<file path="config.mk">
export PLATFORM = sky130hd
export DESIGN_NAME = sbus_channel_decoder_top
export DESIGN_NICKNAME = d
export VERILOG_FILES = /design/src/hdl/sbcd_pkg.sv /design/src/hdl/sbcd_front.sv /design/src/hdl/sbcd_queue.sv /design/src/hdl/sbcd_back.sv /design/src/hdl/sbus_channel_decoder_top.sv
export VERILOG_INCLUDE_DIRS = /design/src /design/src/hdl
export SDC_FILE = /design/constraint.sdc
export NUM_CORES = 1
export LEC_CHECK = 0
export BUFFER_PORTS_ARGS = -buffer_cell sky130_fd_sc_hd__buf_2
export CAP_MARGIN = 0
export CELL_PAD_IN_SITES_DETAIL_PLACEMENT = 0
export CELL_PAD_IN_SITES_GLOBAL_PLACEMENT = 1
export CORE_MARGIN = 10
export CORE_UTILIZATION = 50
export CTS_BUF_LIST = sky130_fd_sc_hd__clkbuf_4
export DETAILED_ROUTE_END_ITERATION = 10
export PLACE_DENSITY = 0.85
export SYNTH_ARGS = -nofsm -noshare
export SYNTH_HDL_FRONTEND = slang
export SYNTH_SLANG_ARGS = --single-unit
</file>
<file path="constraint.sdc">
create_clock -name clock -period 6.8 [get_ports clock]
set_clock_uncertainty 0.15 [all_clocks]
set_input_delay 0.68 -clock clock [delete_from_list [all_inputs] [get_ports clock]]
set_output_delay 0.68 -clock clock [all_outputs]
set_load 0.03 [all_outputs]
</file>
<file path="src/hdl/sbus_channel_decoder_top_defines.svh">
// assertion macros for the s.bus channel decoder
`ifndef SBUS_CHANNEL_DECODER_TOP_DEFINES_SVH
`define SBUS_CHANNEL_DECODER_TOP_DEFINES_SVH

`ifndef ASSERT_OFF

// property must hold at every clock edge out of reset
`define SBCD_ASSERT(label, clk, rst, prop) \
   label: assert property (@(posedge clk) disable iff (rst) (prop)) \
      else $error("sbcd assertion failed");

// condition must never be seen at a clock edge out of reset
`define SBCD_ASSERT_NEVER(label, clk, rst, cond) \
   label: assert property (@(posedge clk) disable iff (rst) !(cond)) \
      else $error("sbcd forbidden condition seen");

`else

`define SBCD_ASSERT(label, clk, rst, prop)
`define SBCD_ASSERT_NEVER(label, clk, rst, cond)

`endif

`endif

</file>
<file path="src/hdl/sbcd_pkg.sv">
package sbcd_pkg;

   // field widths
   localparam int BYTE_W   = 8;
   localparam int RAW_W    = 11;
   localparam int SCALED_W = 10;
   localparam int LEVEL_W  = 3;
   localparam int CHAN_W   = 5;
   localparam int ACC_W    = 18;
   localparam int POS_W    = 5;
   localparam int PEND_W   = 5;
   localparam int PROD_W   = 21;

   // frame positions
   localparam logic [POS_W-1:0] POS_FIRST     = 5'd1;
   localparam logic [POS_W-1:0] POS_LAST_DATA = 5'd22;
   localparam logic [POS_W-1:0] POS_FLAGS     = 5'd23;
   localparam logic [POS_W-1:0] POS_IDLE      = 5'd24;

   // channel index of the flags item
   localparam logic [CHAN_W-1:0] FLAGS_INDEX = 5'd16;

   // scaling: raw * 1000 / 2048
   localparam logic [SCALED_W-1:0] SCALE_MULT  = 10'd1000;
   localparam int                  SCALE_SHIFT = 11;

   // five-band level classes
   localparam logic [LEVEL_W-1:0] LEVEL_LOW      = 3'd0;
   localparam logic [LEVEL_W-1:0] LEVEL_MID_LOW  = 3'd1;
   localparam logic [LEVEL_W-1:0] LEVEL_CENTER   = 3'd2;
   localparam logic [LEVEL_W-1:0] LEVEL_MID_HIGH = 3'd3;
   localparam logic [LEVEL_W-1:0] LEVEL_HIGH     = 3'd4;

   // flag byte bits
   localparam int FLAG_BIT_DIGITAL_ONE = 0;
   localparam int FLAG_BIT_DIGITAL_TWO = 1;
   localparam int FLAG_BIT_FRAME_LOST  = 2;

   // queue between unpacker and output stages
   localparam int QUEUE_DEPTH = 4;

   // csr map
   localparam int CSR_ADDR_W = 4;
   localparam int CSR_DATA_W = 32;
   localparam logic [1:0] REG_EDGE_LOW      = 2'd0;
   localparam logic [1:0] REG_EDGE_MID_LOW  = 2'd1;
   localparam logic [1:0] REG_EDGE_MID_HIGH = 2'd2;
   localparam logic [1:0] REG_EDGE_HIGH     = 2'd3;

   localparam logic [RAW_W-1:0] EDGE_LOW_RESET      = 11'd360;
   localparam logic [RAW_W-1:0] EDGE_MID_LOW_RESET  = 11'd1016;
   localparam logic [RAW_W-1:0] EDGE_MID_HIGH_RESET = 11'd1032;
   localparam logic [RAW_W-1:0] EDGE_HIGH_RESET     = 11'd1688;

   // one unpacked item on its way to the output stages
   typedef struct packed {
      logic [CHAN_W-1:0] chan_index;
      logic [RAW_W-1:0]  raw;
      logic              frame_lost;
      logic              digital_one;
      logic              digital_two;
      logic              last;
   } entry_type;

   // level thresholds
   typedef struct packed {
      logic [RAW_W-1:0] low;
      logic [RAW_W-1:0] mid_low;
      logic [RAW_W-1:0] mid_high;
      logic [RAW_W-1:0] high;
   } edges_type;

endpackage

</file>
<file path="src/hdl/sbcd_front.sv">
module sbcd_front (
   input  logic                          clock,
   input  logic                          reset,
   input  logic                          byte_valid,
   input  logic [sbcd_pkg::BYTE_W-1:0]   byte_data,
   input  logic                          byte_start,
   output logic                          push_valid,
   output sbcd_pkg::entry_type           push_entry
);
   import sbcd_pkg::*;

   logic [POS_W-1:0]  pos_ff, pos_in;
   logic [ACC_W-1:0]  acc_ff, acc_in;
   logic [PEND_W-1:0] pend_ff, pend_in;
   logic [CHAN_W-1:0] chan_ff, chan_in;

   logic [ACC_W-1:0]  acc_merged;
   logic [PEND_W-1:0] pend_added;
   logic              in_data;

   // merge the new byte above the pending bits
   assign acc_merged = acc_ff | ({{(ACC_W-BYTE_W){1'b0}}, byte_data} << pend_ff);
   assign pend_added = pend_ff + PEND_W'(BYTE_W);
   assign in_data    = (pos_ff >= POS_FIRST) && (pos_ff <= POS_LAST_DATA);

   // frame sequencing and unpacking
   always_comb begin
      pos_in     = pos_ff;
      acc_in     = acc_ff;
      pend_in    = pend_ff;
      chan_in    = chan_ff;
      push_valid = 1'b0;
      push_entry = '0;
      if (byte_valid) begin
         if (byte_start) begin
            pos_in  = POS_FIRST;
            acc_in  = '0;
            pend_in = '0;
            chan_in = '0;
         end else if (in_data) begin
            pos_in = pos_ff + 1'b1;
            if (pend_added >= PEND_W'(RAW_W)) begin
               acc_in                = acc_merged >> RAW_W;
               pend_in               = pend_added - PEND_W'(RAW_W);
               chan_in               = chan_ff + 1'b1;
               push_valid            = 1'b1;
               push_entry.chan_index = chan_ff;
               push_entry.raw        = acc_merged[RAW_W-1:0];
            end else begin
               acc_in  = acc_merged;
               pend_in = pend_added;
            end
         end else if (pos_ff == POS_FLAGS) begin
            pos_in                 = POS_IDLE;
            push_valid             = 1'b1;
            push_entry.chan_index  = FLAGS_INDEX;
            push_entry.frame_lost  = byte_data[FLAG_BIT_FRAME_LOST];
            push_entry.digital_one = byte_data[FLAG_BIT_DIGITAL_ONE];
            push_entry.digital_two = byte_data[FLAG_BIT_DIGITAL_TWO];
            push_entry.last        = 1'b1;
         end
      end
   end

   always_ff @(posedge clock) begin
      if (reset) begin
         pos_ff  <= POS_IDLE;
         acc_ff  <= '0;
         pend_ff <= '0;
         chan_ff <= '0;
      end else begin
         pos_ff  <= pos_in;
         acc_ff  <= acc_in;
         pend_ff <= pend_in;
         chan_ff <= chan_in;
      end
   end

endmodule

</file>
<file path="src/hdl/sbcd_queue.sv">
module sbcd_queue #(
   parameter int Depth = sbcd_pkg::QUEUE_DEPTH
) (
   input  logic                clock,
   input  logic                reset,
   input  logic                push_valid,
   input  sbcd_pkg::entry_type push_entry,
   output logic                full,
   output logic                head_valid,
   output sbcd_pkg::entry_type head_entry,
   input  logic                pop
);
   import sbcd_pkg::*;

   localparam int PtrW = (Depth > 1) ? $clog2(Depth) : 1;
   localparam int CntW = $clog2(Depth + 1);

   entry_type         mem_ff [Depth];
   logic [PtrW-1:0]   wr_ptr_ff, wr_ptr_in;
   logic [PtrW-1:0]   rd_ptr_ff, rd_ptr_in;
   logic [CntW-1:0]   count_ff, count_in;
   logic              do_push, do_pop;

   assign full       = (count_ff == CntW'(Depth));
   assign head_valid = (count_ff != '0);
   assign head_entry = mem_ff[rd_ptr_ff];
   assign do_push    = push_valid && !full;
   assign do_pop     = pop && head_valid;

   // pointer and fill count
   always_comb begin
      wr_ptr_in = wr_ptr_ff;
      rd_ptr_in = rd_ptr_ff;
      count_in  = count_ff;
      if (do_push) begin
         wr_ptr_in = (wr_ptr_ff == PtrW'(Depth - 1)) ? '0 : wr_ptr_ff + 1'b1;
      end
      if (do_pop) begin
         rd_ptr_in = (rd_ptr_ff == PtrW'(Depth - 1)) ? '0 : rd_ptr_ff + 1'b1;
      end
      if (do_push && !do_pop) begin
         count_in = count_ff + 1'b1;
      end else if (do_pop && !do_push) begin
         count_in = count_ff - 1'b1;
      end
   end

   always_ff @(posedge clock) begin
      if (reset) begin
         wr_ptr_ff <= '0;
         rd_ptr_ff <= '0;
         count_ff  <= '0;
      end else begin
         wr_ptr_ff <= wr_ptr_in;
         rd_ptr_ff <= rd_ptr_in;
         count_ff  <= count_in;
      end
   end

   // entry storage
   always_ff @(posedge clock) begin
      if (do_push) begin
         mem_ff[wr_ptr_ff] <= push_entry;
      end
   end

endmodule

</file>
<file path="src/hdl/sbcd_back.sv">
module sbcd_back (
   input  logic                            clock,
   input  logic                            reset,
   input  sbcd_pkg::edges_type             edges,
   input  logic                            head_valid,
   input  sbcd_pkg::entry_type             head_entry,
   output logic                            pop,
   output logic                            out_valid,
   input  logic                            out_ready,
   output sbcd_pkg::entry_type             out_entry,
   output logic [sbcd_pkg::SCALED_W-1:0]   out_scaled,
   output logic [sbcd_pkg::LEVEL_W-1:0]    out_level
);
   import sbcd_pkg::*;

   logic                s1_valid_ff, s1_valid_in;
   entry_type           s1_entry_ff;
   logic [PROD_W-1:0]   s1_prod_ff;
   logic [LEVEL_W-1:0]  s1_level_ff;
   logic                out_valid_ff, out_valid_in;
   entry_type           out_entry_ff;
   logic [SCALED_W-1:0] out_scaled_ff;
   logic [LEVEL_W-1:0]  out_level_ff;

   logic                out_advance, s1_advance;
   logic [LEVEL_W-1:0]  head_level;

   assign out_advance = !out_valid_ff || out_ready;
   assign s1_advance  = !s1_valid_ff || out_advance;
   assign pop         = s1_advance && head_valid;

   // five-band class, first threshold that holds wins; flags item is level 0
   always_comb begin
      if (head_entry.last || head_entry.raw < edges.low) begin
         head_level = LEVEL_LOW;
      end else if (head_entry.raw < edges.mid_low) begin
         head_level = LEVEL_MID_LOW;
      end else if (head_entry.raw < edges.mid_high) begin
         head_level = LEVEL_CENTER;
      end else if (head_entry.raw < edges.high) begin
         head_level = LEVEL_MID_HIGH;
      end else begin
         head_level = LEVEL_HIGH;
      end
   end

   // stage valids
   always_comb begin
      s1_valid_in  = s1_advance ? head_valid : s1_valid_ff;
      out_valid_in = out_advance ? s1_valid_ff : out_valid_ff;
   end

   always_ff @(posedge clock) begin
      if (reset) begin
         s1_valid_ff  <= 1'b0;
         out_valid_ff <= 1'b0;
      end else begin
         s1_valid_ff  <= s1_valid_in;
         out_valid_ff <= out_valid_in;
      end
   end

   // multiply stage
   always_ff @(posedge clock) begin
      if (s1_advance) begin
         s1_entry_ff <= head_entry;
         s1_prod_ff  <= PROD_W'(head_entry.raw) * PROD_W'(SCALE_MULT);
         s1_level_ff <= head_level;
      end
   end

   // output register
   always_ff @(posedge clock) begin
      if (out_advance) begin
         out_entry_ff  <= s1_entry_ff;
         out_scaled_ff <= s1_prod_ff[SCALE_SHIFT +: SCALED_W];
         out_level_ff  <= s1_level_ff;
      end
   end

   assign out_valid  = out_valid_ff;
   assign out_entry  = out_entry_ff;
   assign out_scaled = out_scaled_ff;
   assign out_level  = out_level_ff;

endmodule

</file>
<file path="src/hdl/sbus_channel_decoder_top.sv">
// channel  | dir | handshake              | payload
// req      | in  | req_tvalid/req_tready  | tdata data_byte, tuser frame_start
// rsp      | out | rsp_tvalid/rsp_tready  | tdata values and flags, tuser index, tlast
// csr      | in  | apb, pready tied high  | four 11-bit level thresholds
//
// one byte per cycle while the queue is not full; a result passes through the
// queue entry, the multiply stage and the output register on its way to rsp.
// the queue lets bytes keep coming while rsp is stalled, until it fills;
// req_tready drops only when the queue is full.
// reset is synchronous, active high; thresholds return to their defaults.
`include "sbus_channel_decoder_top_defines.svh"

module sbus_channel_decoder_top #(
   parameter int QueueDepth = sbcd_pkg::QUEUE_DEPTH
) (
   input  logic                              clock,
   input  logic                              reset,
   // req
   input  logic                              req_tvalid,
   output logic                              req_tready,
   input  logic [7:0]                        req_tdata,  // [7:0] data_byte
   input  logic [0:0]                        req_tuser,  // [0] frame_start
   // rsp
   output logic                              rsp_tvalid,
   input  logic                              rsp_tready,
   // [10:0] raw_value, [20:11] scaled_value, [23:21] level, [24] frame_lost,
   // [25] digital_one, [26] digital_two, [31:27] zero
   output logic [31:0]                       rsp_tdata,
   output logic [4:0]                        rsp_tuser,  // [4:0] channel_index
   output logic                              rsp_tlast,
   // csr
   input  logic                              csr_psel,
   input  logic                              csr_penable,
   input  logic                              csr_pwrite,
   input  logic [sbcd_pkg::CSR_ADDR_W-1:0]   csr_paddr,
   input  logic [sbcd_pkg::CSR_DATA_W-1:0]   csr_pwdata,
   output logic [sbcd_pkg::CSR_DATA_W-1:0]   csr_prdata,
   output logic                              csr_pready
);
   import sbcd_pkg::*;

   edges_type           edges_ff, edges_in;
   logic                csr_write;
   logic [1:0]          csr_index;
   logic [RAW_W-1:0]    csr_read_value;

   logic                byte_valid;
   logic                push_valid;
   entry_type           push_entry;
   logic                queue_full;
   logic                head_valid;
   entry_type           head_entry;
   logic                pop;
   entry_type           out_entry;
   logic [SCALED_W-1:0] out_scaled;
   logic [LEVEL_W-1:0]  out_level;

   // csr access
   assign csr_pready = 1'b1;
   assign csr_write  = csr_psel && csr_penable && csr_pwrite && csr_pready;
   assign csr_index  = csr_paddr[3:2];

   always_comb begin
      edges_in = edges_ff;
      if (csr_write) begin
         case (csr_index)
            REG_EDGE_LOW:      edges_in.low      = csr_pwdata[RAW_W-1:0];
            REG_EDGE_MID_LOW:  edges_in.mid_low  = csr_pwdata[RAW_W-1:0];
            REG_EDGE_MID_HIGH: edges_in.mid_high = csr_pwdata[RAW_W-1:0];
            REG_EDGE_HIGH:     edges_in.high     = csr_pwdata[RAW_W-1:0];
            default:           edges_in = edges_ff;
         endcase
      end
   end

   always_comb begin
      case (csr_index)
         REG_EDGE_LOW:      csr_read_value = edges_ff.low;
         REG_EDGE_MID_LOW:  csr_read_value = edges_ff.mid_low;
         REG_EDGE_MID_HIGH: csr_read_value = edges_ff.mid_high;
         REG_EDGE_HIGH:     csr_read_value = edges_ff.high;
         default:           csr_read_value = '0;
      endcase
   end
   assign csr_prdata = CSR_DATA_W'(csr_read_value);

   always_ff @(posedge clock) begin
      if (reset) begin
         edges_ff.low      <= EDGE_LOW_RESET;
         edges_ff.mid_low  <= EDGE_MID_LOW_RESET;
         edges_ff.mid_high <= EDGE_MID_HIGH_RESET;
         edges_ff.high     <= EDGE_HIGH_RESET;
      end else begin
         edges_ff <= edges_in;
      end
   end

   // byte intake
   assign req_tready = !queue_full;
   assign byte_valid = req_tvalid && req_tready;

   sbcd_front u_front (
      .clock      (clock),
      .reset      (reset),
      .byte_valid (byte_valid),
      .byte_data  (req_tdata),
      .byte_start (req_tuser[0]),
      .push_valid (push_valid),
      .push_entry (push_entry)
   );

   sbcd_queue #(
      .Depth (QueueDepth)
   ) u_queue (
      .clock      (clock),
      .reset      (reset),
      .push_valid (push_valid),
      .push_entry (push_entry),
      .full       (queue_full),
      .head_valid (head_valid),
      .head_entry (head_entry),
      .pop        (pop)
   );

   sbcd_back u_back (
      .clock      (clock),
      .reset      (reset),
      .edges      (edges_ff),
      .head_valid (head_valid),
      .head_entry (head_entry),
      .pop        (pop),
      .out_valid  (rsp_tvalid),
      .out_ready  (rsp_tready),
      .out_entry  (out_entry),
      .out_scaled (out_scaled),
      .out_level  (out_level)
   );

   // result packing
   assign rsp_tdata = {5'd0, out_entry.digital_two, out_entry.digital_one,
                       out_entry.frame_lost, out_level, out_scaled, out_entry.raw};
   assign rsp_tuser = out_entry.chan_index;
   assign rsp_tlast = out_entry.last;

   // checks
   `SBCD_ASSERT(a_last_is_flags, clock, reset, (rsp_tvalid && rsp_tlast) |-> (rsp_tuser == FLAGS_INDEX))
   `SBCD_ASSERT(a_chan_below_flags, clock, reset, (rsp_tvalid && !rsp_tlast) |-> (rsp_tuser[4] == 1'b0))
   `SBCD_ASSERT(a_flags_no_value, clock, reset, (rsp_tvalid && rsp_tlast) |-> (rsp_tdata[23:0] == 24'd0))
   `SBCD_ASSERT_NEVER(a_chan_no_flags, clock, reset, rsp_tvalid && !rsp_tlast && (rsp_tdata[26:24] != 3'd0))

endmodule

</file>
### After elaboration in Yosys (flattened, before gate mapping)

Memory sizes are Yosys's and may differ from the RTL's. A register that Yosys moved wholly into a read port is not among the register bits.
Cells that the tools add are included.

* bitwise gates (word level): 1
* multipliers: 1
* $lt $le $gt $ge: 7
* multiplexer cells: 37
* $add $sub $neg: 8
* equal/unequal tests: 7
* shift operators: 1
* reduce and logical (&&, ||, !) cells: 32

Operator list (number)
* $mux 5: 11
* $mux 18: 3
* $lt 11x11->1: 4
* $pmux 11 s4: 1
* $mux 20: 2
* $mul 11x7->18 const B: 1
* $or 18x18->18: 1
* $shl 8x5->18: 1
* $mux 16: 1
* $reduce_and 2->1: 6
* $mux 11: 1
* $add 5x1->5 const B: 2
* $mux 2: 5
* $logic_and 1x1->1: 9
* $mux 3: 3
* $eq 2x2->1 const B: 4
* $mux 1: 8
* $mux 4: 2
* $reduce_bool 2->1: 3
* $reduce_bool 3->1: 2
* $add 5x4->5 const B: 1
* $eq 5x5->1 const B: 1
* $ge 5x1->1 const B: 1
* $ge 5x4->1 const B: 1
* other kinds (13): 20

* input port bits: 52
* logic and storage cells: 126
* register bits after elaboration: 160
* RAM bits: 80
* output and inout port bits: 73
* memories: 1

Memories
* u_queue.mem_ff: depth 4, width 20, read ports 1, clocked after memory_dff 1, wr ports 1, RTL line sbcd_queue.sv:18 `entry_type mem_ff [Depth];`

### Longest topological paths before layout

Gate-level depths: netlist of the first run.

* word-level depth: 11
* mapped depth: 18
* gate-level depth less buffers: 16

### Modules after synthesis

From an unflattened synthesis of the first run, not the netlist that was laid out.

* cells, all modules: 1063
* area total of the unflattened synthesis: 12881.1 um^2

Modules (own cells, without submodules)
* sbcd_back: area an instance 4778.3 um^2, seq. area each 2021.9 um^2, instances 1, cells an instance 385
* sbcd_queue: area an instance 3368.2 um^2, seq. area each 2582.5 um^2, instances 1, cells an instance 154
* sbcd_front: area an instance 2453.6 um^2, seq. area each 660.6 um^2, instances 1, cells an instance 299
* sbus_channel_decoder_top: area an instance 2280.9 um^2, seq. area each 880.8 um^2, instances 1, cells an instance 225

### Worst setup path before layout of the first run

Ideal clock, no wire load.

* path type: register -> register
* from: reg (tool-made name)
* to: reg u_back.s1_prod_ff[18], data pin
* setup slack: 1.438 ns
* buffers on the path: 2
* stages on the path, launching flop included: 16
* library setup time: 0.260 ns
* data required time: 6.390 ns
* clock period less this slack: 5.362 ns
* data arrival time: 4.952 ns
* path through: dfxtp_1 -> buf_6 -> buf_2 -> mux4_2 -> inv_1 -> fa_1 -> fa_1 -> fa_1 -> inv_1 -> fa_1 -> ha_1 -> a211oi_1 -> a211oi_2 -> a21o_1 -> a221oi_2 -> xnor2_1

RTL lines
* end signal: assignment: RTL line sbcd_back.sv:67 `s1_prod_ff <= PROD_W'(head_entry.raw) * PROD_W'(SCALE_MULT);`
* end: declaration: RTL line sbcd_back.sv:18 `logic [PROD_W-1:0] s1_prod_ff;`

==> results.cfg, run 1 <==
[outcome]
status = complete, no violations

[min_path]
worstHoldEndpoint = edges_ff[40]$_SDFFE_PP0P_
hold_path_depth = 3
hold_path_startpoint = csr_pwdata[7]
worstHoldPathType = in -> reg

[yosys]
synth_top_flop_cell = edfxtp_1
avgSynthCellArea_um2 = 11.8
synth_area_um2 = 12300
synth_async_sr_flop_share = 0
synth-seq-area-share = 0.498
synth_cells = 1041
synth_cell_type_count = 67
ys_ff_latch = 234
yosysWarningCount = 0
synth-edff-count = 146

[sta]
setup_violations = 0
maxSlewViolCount = 0
fmax_mhz = 173
maxSlewHeadroom = 0.263
period_needed_ns = 5.79
setup_slack_ns = 1.01
fin_crit_sh = 0.851
grt_setup_unrepaired = no
timing.hold.ws_ns = 0.0974
hold_viol = 0
worstMarginPinSlew_ns = 1.11
tns_ns = 0

[cts]
clock-sinks = 234
cts_made_buffers = 59
insertion_delay_ns = 0.71
cts_max_path_buffers = 3
htree_levels = 2
cts_tree = done
path_clk_slew_ns = 0.07
clockRootBuffer = clkbuf_4
hold_buffers = 0
cts_setup_buffers = 0
cts_resized = 0

[placement]
io_buffers = 74
gp_congestion = 0.871
place_ws_ns = 1.00
dpl.hpwl_um = 18000

[finish]
final_net_count = 1319
fillers = 2057
syn2layout_area_growth_pct = 10.7
postLayoutCoreUtil = 0.561
drive_gt1_frac = 0.183

[route]
drt-initial-drc-count = 472
routed_wl_um = 25300
drc = 0
antenna_left = 0
wire_per_inst_um = 16.7
num_vias = 8036
vias_per_cell = 5.31
firstDrtPassIters = 6

[worst_setup_path]
ff2ff_path_depth = 17
crit_top_cell = inv_1
worst_setup_path_end_kind = flip-flop
path_max_fanout = 16
critPathRequiredTime_ns = 7.06
path_delay_family = adder cells
cp_slowest_stage_delay_ns = 0.90
timing.rr.end = u_back.s1_prod_ff[20]$_DFFE_PN_
crit_slowest_cell = mux4_1
worstPathCellList = buf_4 > mux4_1 > ha_1 > inv_1 > fa_1 > inv_1 > fa_1 > inv_1 > fa_1 > inv_1 > ha_1 > a21o_1 > a21oi_1 > o22ai_1 > a211o_1 > a21oi_1 > xnor2_1
crit_type = reg -> reg
startpoint_type = flip-flop
cp.arrival_ns = 6.05
cp.buffers_inverters = 5
r2r_setup_slack_ns = 1.01

[global_routing]
antenna_found_initial = 1
grt_max_degree = 51
grt_pass1_vias = 7954
track_usage = 0.161
grt-ovfl-total = 0
grt_first_pass_wirelength_um = 41000

[floorplan]
die_h_um = 177
core_um2 = 24300
die_x_um = 177
start_util = 0.507
die_area_um2 = 31300
io_pins = 125
rows = 57

[pwr]
vdd_drop_max_v = 0.000485
powerDensity_nw_per_um2 = 510
p_leak_nw = 5.47

[flow_run]
maxCapViolations = 0
## state kept, by name, indices dropped and copies added, names as in the netlist, named ones only
signal / count
u_queue.mem_ff: 80
edges_ff: 44
u_back.out_entry: 20
u_back.s1_entry_ff: 20
u_front.acc_ff: 18
u_back.out_scaled: 10
u_back.s1_prod_ff: 10
u_front.chan_ff: 5
u_front.pend_ff: 5
u_front.pos_ff: 5
u_back.out_level: 3
u_back.s1_level_ff: 3
u_queue.count_ff: 3
u_queue.rd_ptr_ff: 2
u_queue.wr_ptr_ff: 2
u_back.out_valid: 1
u_back.s1_valid_ff: 1
## logic make-up (layout without fill, tap and decap cells)
logic type / after synthesis / after routing / synth area share
xor+xnor: 19 / 19 / 0.0135
compound gates: 182 / 182 / 0.0963
fa+ha+maj: 127 / 127 / 0.150
mux: 60 / 60 / 0.0879
buf+inv: 176 / 299 / 0.0632
other cells: 2 / 28 / 0.000609
flops: 234 / 234 / 0.498
simple gates: 241 / 241 / 0.0906
## synth_stat cells (3+ instances only)
library cell | n | area [µm²]
edfxtp_1 | 146 | 4380
inv_1 | 107 | 402
ha_1 | 93 | 1160
dfxtp_1 | 88 | 1760
nand2_1 | 88 | 330
a21oi_1 | 70 | 350
nor2_1 | 65 | 244
fa_1 | 34 | 681
clkbuf_1 | 29 | 109
mux4_2 | 29 | 653
buf_4 | 27 | 203
o21ai_0 | 23 | 115
a21o_1 | 21 | 158
mux2i_1 | 19 | 190
and2_1 | 18 | 113
o211ai_1 | 18 | 135
nor3_1 | 17 | 85.1
xnor2_1 | 12 | 105
and3_1 | 10 | 62.6
nand3_1 | 10 | 50.1
nand4_1 | 10 | 62.6
a211oi_1 | 8 | 60.1
buf_2 | 8 | 40.0
mux4_1 | 7 | 184
xor2_1 | 7 | 61.3
a221oi_1 | 5 | 43.8
mux2_2 | 4 | 45.0
nand2b_1 | 4 | 25.0
a221o_1 | 3 | 30.0
a31oi_1 | 3 | 18.8
buf_1 | 3 | 11.3
nor3b_1 | 3 | 22.5
o21a_1 | 3 | 22.5
o31ai_1 | 3 | 22.5
or3_1 | 3 | 18.8
## report_power, final
part	switching [mW]	total, mW	internal, mW	leakage, nW
Sequential	0.0722	2.00	1.92	2.06
Combinational	2.17	3.80	1.63	2.94
Clock	0.563	1.17	0.602	0.460
## layout by cell type (no fill, tap or decap), types with 3 or more instances in the layout
cell type,n
edfxtp_1,146
inv_1,107
ha_1,93
clkbuf_4,89
nand2_1,88
dfxtp_1,88
buf_2,74
a21oi_1,70
nor2_1,65
fa_1,34
mux4_2,29
conb_1,27
o21ai_0,23
a21o_1,21
mux2i_1,19
and2_1,18
o211ai_1,18
nor3_1,17
clkinv_1,14
xnor2_1,12
and3_1,10
nand4_1,10
nand3_1,10
a211oi_1,8
mux4_1,7
xor2_1,7
buf_4,7
a221oi_1,5
nand2b_1,4
mux2_2,4
clkinv_2,4
a221o_1,3
o21a_1,3
o31ai_1,3
or3_1,3
a31oi_1,3
## area by class of cell
cell class	count	area [µm²]	share of cell area
well taps	324	405	0.0297
repair buffers	81	423	0.0310
inverters	108	405	0.0297
diodes	1	2.50	0.000183
flip-flops and latches	234	6150	0.450
clock inverters	21	93.8	0.00688
multi-input cells	656	5510	0.403
clock buffers	89	668	0.0490
## worst register-to-register path: stages, from the launching register on
cell     delay, ns
dfxtp_1       0.48
buf_4         0.37
mux4_1        0.90
ha_1          0.41
inv_1         0.05
fa_1          0.52
inv_1         0.05
fa_1          0.49
inv_1         0.05
fa_1          0.50
inv_1         0.04
ha_1          0.37
a21o_1        0.20
a21oi_1       0.28
o22ai_1       0.11
a211o_1       0.27
a21oi_1       0.19
xnor2_1       0.08
## metrics by stage
stage               cells  cell area (µm²)  power (mW)
floorplan            1066            12400        5.13
global placement     1403            12900        5.78
detailed placement   1403            12900        5.86
CTS                  1513            13600        7.06
global route         1514            13600        7.63
finish               1514            13600        6.96
## worst max-delay path by stage
stage	start	to	slack [ns]	cells after the start
final	flip-flop	u_back.s1_prod_ff[20]$_DFFE_PN_	1.01	17
after global routing	flip-flop	u_back.s1_prod_ff[17]$_DFFE_PN_	0.72	16
after CTS	flip-flop	u_back.s1_prod_ff[20]$_DFFE_PN_	0.96	17
after detailed placement	flip-flop	u_back.s1_prod_ff[20]$_DFFE_PN_	1.00	17
after global placement	flip-flop	u_back.s1_prod_ff[20]$_DFFE_PN_	1.03	17
after floorplan	flip-flop	u_back.s1_prod_ff[18]$_DFFE_PN_	1.44	15
## metal layers
metal | vias up | part of all wire | GRT usage
li1 | 3927 | - | -
met1 | 3869 | 0.43 | 0.202
met2 | 198 | 0.49 | 0.270
met3 | 42 | 0.055 | 0.0354
met4 | 0 | 0.021 | 0.0574
met5 | - | 0 | 0
(Power assumes the default switching activity.)
==> run 2: changes to the inputs <==
Settings changed: PLACE_DENSITY 0.85 to 0.84, SYNTH_HIERARCHICAL from default to 1.
==> run 2 against run 1 <==
Worst hold slack gained 0.053 ns. Clock-buffer cell count grew 5. Sequential share of layout area shrank 1.6 points. Clock power is essentially flat. Largest cell class unchanged. Design area grew 3.8%. Flip-flop and latch count is the same. Critical endpoint is now u_back/s1_prod_ff[19]$_DFFE_PN_. Worst setup slack gained 0.018 ns. Via count grew 1.7%. First-iteration DRC count shrank 16%. Utilization is essentially flat. Routed wire length grew 1.0%. Synthesized cell count grew 2.1%.
==> results.cfg, run 2 <==
[outcome]
status = complete, no violations

[global_routing]
grt.met2_usage = 0.260
grt_util_met3 = 0.0335
grt_pass1_vias = 8461
grt_use_met1 = 0.198
grt-busiest-layer = met2
grt_first_pass_wirelength_um = 42500
track_usage = 0.155
grt-ovfl-total = 0
grt_max_degree = 56
antenna_found_initial = 1

[worst_setup_path]
crit_top_cell = fa_1
cp_slowest_stage_delay_ns = 0.76
path_delay_family = adder cells
crit_slowest_cell = mux4_2
worst_setup_path_end_kind = flip-flop
critPathRequiredTime_ns = 7.02
startpoint_type = flip-flop
crit_type = reg -> reg
cp.arrival_ns = 5.99
worstPathCellList = mux4_2 > fa_1 > inv_1 > fa_1 > fa_1 > inv_1 > fa_1 > ha_1 > a21o_1 > a21oi_2 > o21ai_2 > o211a_4 > a31o_4 > o31a_1 > xor2_1
path_max_fanout = 11
cp.buffers_inverters = 2

[yosys]
synthTopCellsByArea = edfxtp_1 34%, dfxtp_1 14%, ha_1 9.0%
synth_area_um2 = 12900
synth_cell_type_count = 92
synth.top_cell.area_share = 0.340
synthTopCellsByCount = 146 x edfxtp_1, 110 x inv_1, 93 x ha_1, 88 x dfxtp_1, 85 x nor2_1
synth-edff-count = 146
synth-seq-area-share = 0.477
synth_top_cell_by_area = edfxtp_1
yosysMostFrequentCell = edfxtp_1
synth_async_sr_flop_share = 0
synth_cells = 1063
avgSynthCellArea_um2 = 12.1
ys_ff_latch = 234
synth_top_flop_cell = edfxtp_1
yosysWarningCount = 6

[floorplan]
io_pins = 125
start_util = 0.510
core_um2 = 25300
die_area_um2 = 32600
die_h_um = 181
die_x_um = 181
rows = 58

[min_path]
worstHoldPathType = in -> reg

[finish]
top_register = u_queue/mem_ff
drive_gt1_frac = 0.220
largest_register_ffs = 80
final_net_count = 1344
reg_top3 = u_queue/mem_ff: 80 flops, edges_ff: 44 flops
seqCellArea_um2 = 6150
syn2layout_area_growth_pct = 9.95
final_cell_mix = 146 x edfxtp_1, 110 x inv_1, 94 x clkbuf_4
layout_commonest_cell = edfxtp_1
fillers = 2192
multiInputGateArea_um2 = 5970

[pwr]
vdd_drop_max_v = 0.0000885
p_leak_nw = 6.06
powerDensity_nw_per_um2 = 207

[sta]
worstMarginPinSlew_ns = 0.997
fin_crit_sh = 0.848
tns_ns = 0
maxSlewViolCount = 0
maxSlewHeadroom = 0.334
period_needed_ns = 5.77
setup_violations = 0
setup_slack_ns = 1.03
grt_setup_unrepaired = no
fmax_mhz = 173
hold_viol = 0

[placement]
dpl.hpwl_um = 18300
io_buffers = 74
gp_congestion = 0.842
place_ws_ns = 1.01

[flow_run]
maxCapViolations = 0

[route]
routed_wl_um = 25600
num_vias = 8169
vias_per_cell = 5.31
drc = 0
drt-initial-drc-count = 397
antenna_left = 0
wire_per_inst_um = 16.6
firstDrtPassIters = 5

[cts]
hold_buffers = 0
cts_tree = done
htree_levels = 2
cts_setup_buffers = 0
clockRootBuffer = clkbuf_4
cts_made_buffers = 60
cts_max_path_buffers = 3
path_clk_slew_ns = 0.06
cts_resized = 0
clock-sinks = 234
insertion_delay_ns = 0.67
[run 2: cell count changes in the layout (fill, tap and decap cells not counted), sizes merged, moves of 14 or more]
cell / previous run / this run
nand2: 88 / 20
nand2b: 4 / 37
a21oi: 70 / 38
mux2i: 19 / 47
o21ai: 24 / 47
nor2: 65 / 86
nor2b: 1 / 18
o211ai: 18 / 4
[run 2: kinds of logic (layout without fill, tap and decap cells)]
| group | Yosys count | in the layout | share of synthesized area |
|---|---|---|---|
| and+or+nand+nor | 254 | 254 | 0.109 |
| DFF | 234 | 234 | 0.477 |
| buffers and inverters | 182 | 302 | 0.0665 |
| AOI/OAI and AO/OA | 162 | 162 | 0.0903 |
| adders and majority gates | 127 | 127 | 0.143 |
| muxes | 88 | 88 | 0.103 |
| xor gates and xnor gates | 14 | 14 | 0.00952 |
| other | 2 | 28 | 0.000583 |
[run 2: path summary, 6_finish.rpt]
path / startpoint / end / slack (ns) / cells past startpoint
setup / recovery: flip-flop / u_back/s1_prod_ff[19]$_DFFE_PN_ / 1.03 / 15
hold / removal: csr_pwdata[4] / edges_ff[4]$_SDFFE_PP1P_ / 0.15 / 3
setup reg to reg: flip-flop / u_back/s1_prod_ff[19]$_DFFE_PN_ / 1.03 / 15
hold reg to reg: u_back/s1_entry_ff[8]$_DFFE_PN_ / u_back/out_entry[8]$_DFFE_PP_ / 0.26 / 0
[run 2: per-stage QoR]
stage               total power, mW  std cells  utilization  area, µm²  hold slack [ns]
global route                   3.08       1539        0.561      14200           0.0980
global placement               1.80       1433        0.531      13400            0.252
detailed placement             1.81       1433        0.531      13400            0.255
CTS                            2.98       1538        0.561      14200           0.0795
finish                         2.93       1539        0.561      14200            0.151
floorplan                      1.76       1088            -      13000            0.250
[run 2: worst register-to-register path: cells and delay by family, from the launching register on]
kind,cells,cell delay [ns]
adder cells (fa/ha/maj),5,2.47
multiplexers,1,0.76
buffers and inverters,2,0.11
XOR/XNOR,1,0.15
flip-flops,1,0.66
AO/OA/AOI/OAI,6,1.20
[run 2: area by class of cell]
cell class	count	area share
Sequential cell	234	0.434
Multi-Input combinational cell	672	0.422
Clock buffer	94	0.0498
Timing Repair Buffer	84	0.0315
Tap cell	330	0.0292
Clock inverter	11	0.00345
Antenna cell	1	0.000177
Inverter	113	0.0303
[run 2: where the power goes]
part	leakage [nW]	internal [mW]	switching (mW)	total, mW
clock network	0.447	0.621	0.533	1.15
logic	3.40	0.0803	0.160	0.240
registers	2.21	1.52	0.0141	1.54
[run 2: layer usage]
layer  share of wire  vias to the layer above
li1                -                     4012
met1            0.46                     3968
met2            0.49                      162
met3           0.042                       27
met4           0.011                        0
met5               0                        -
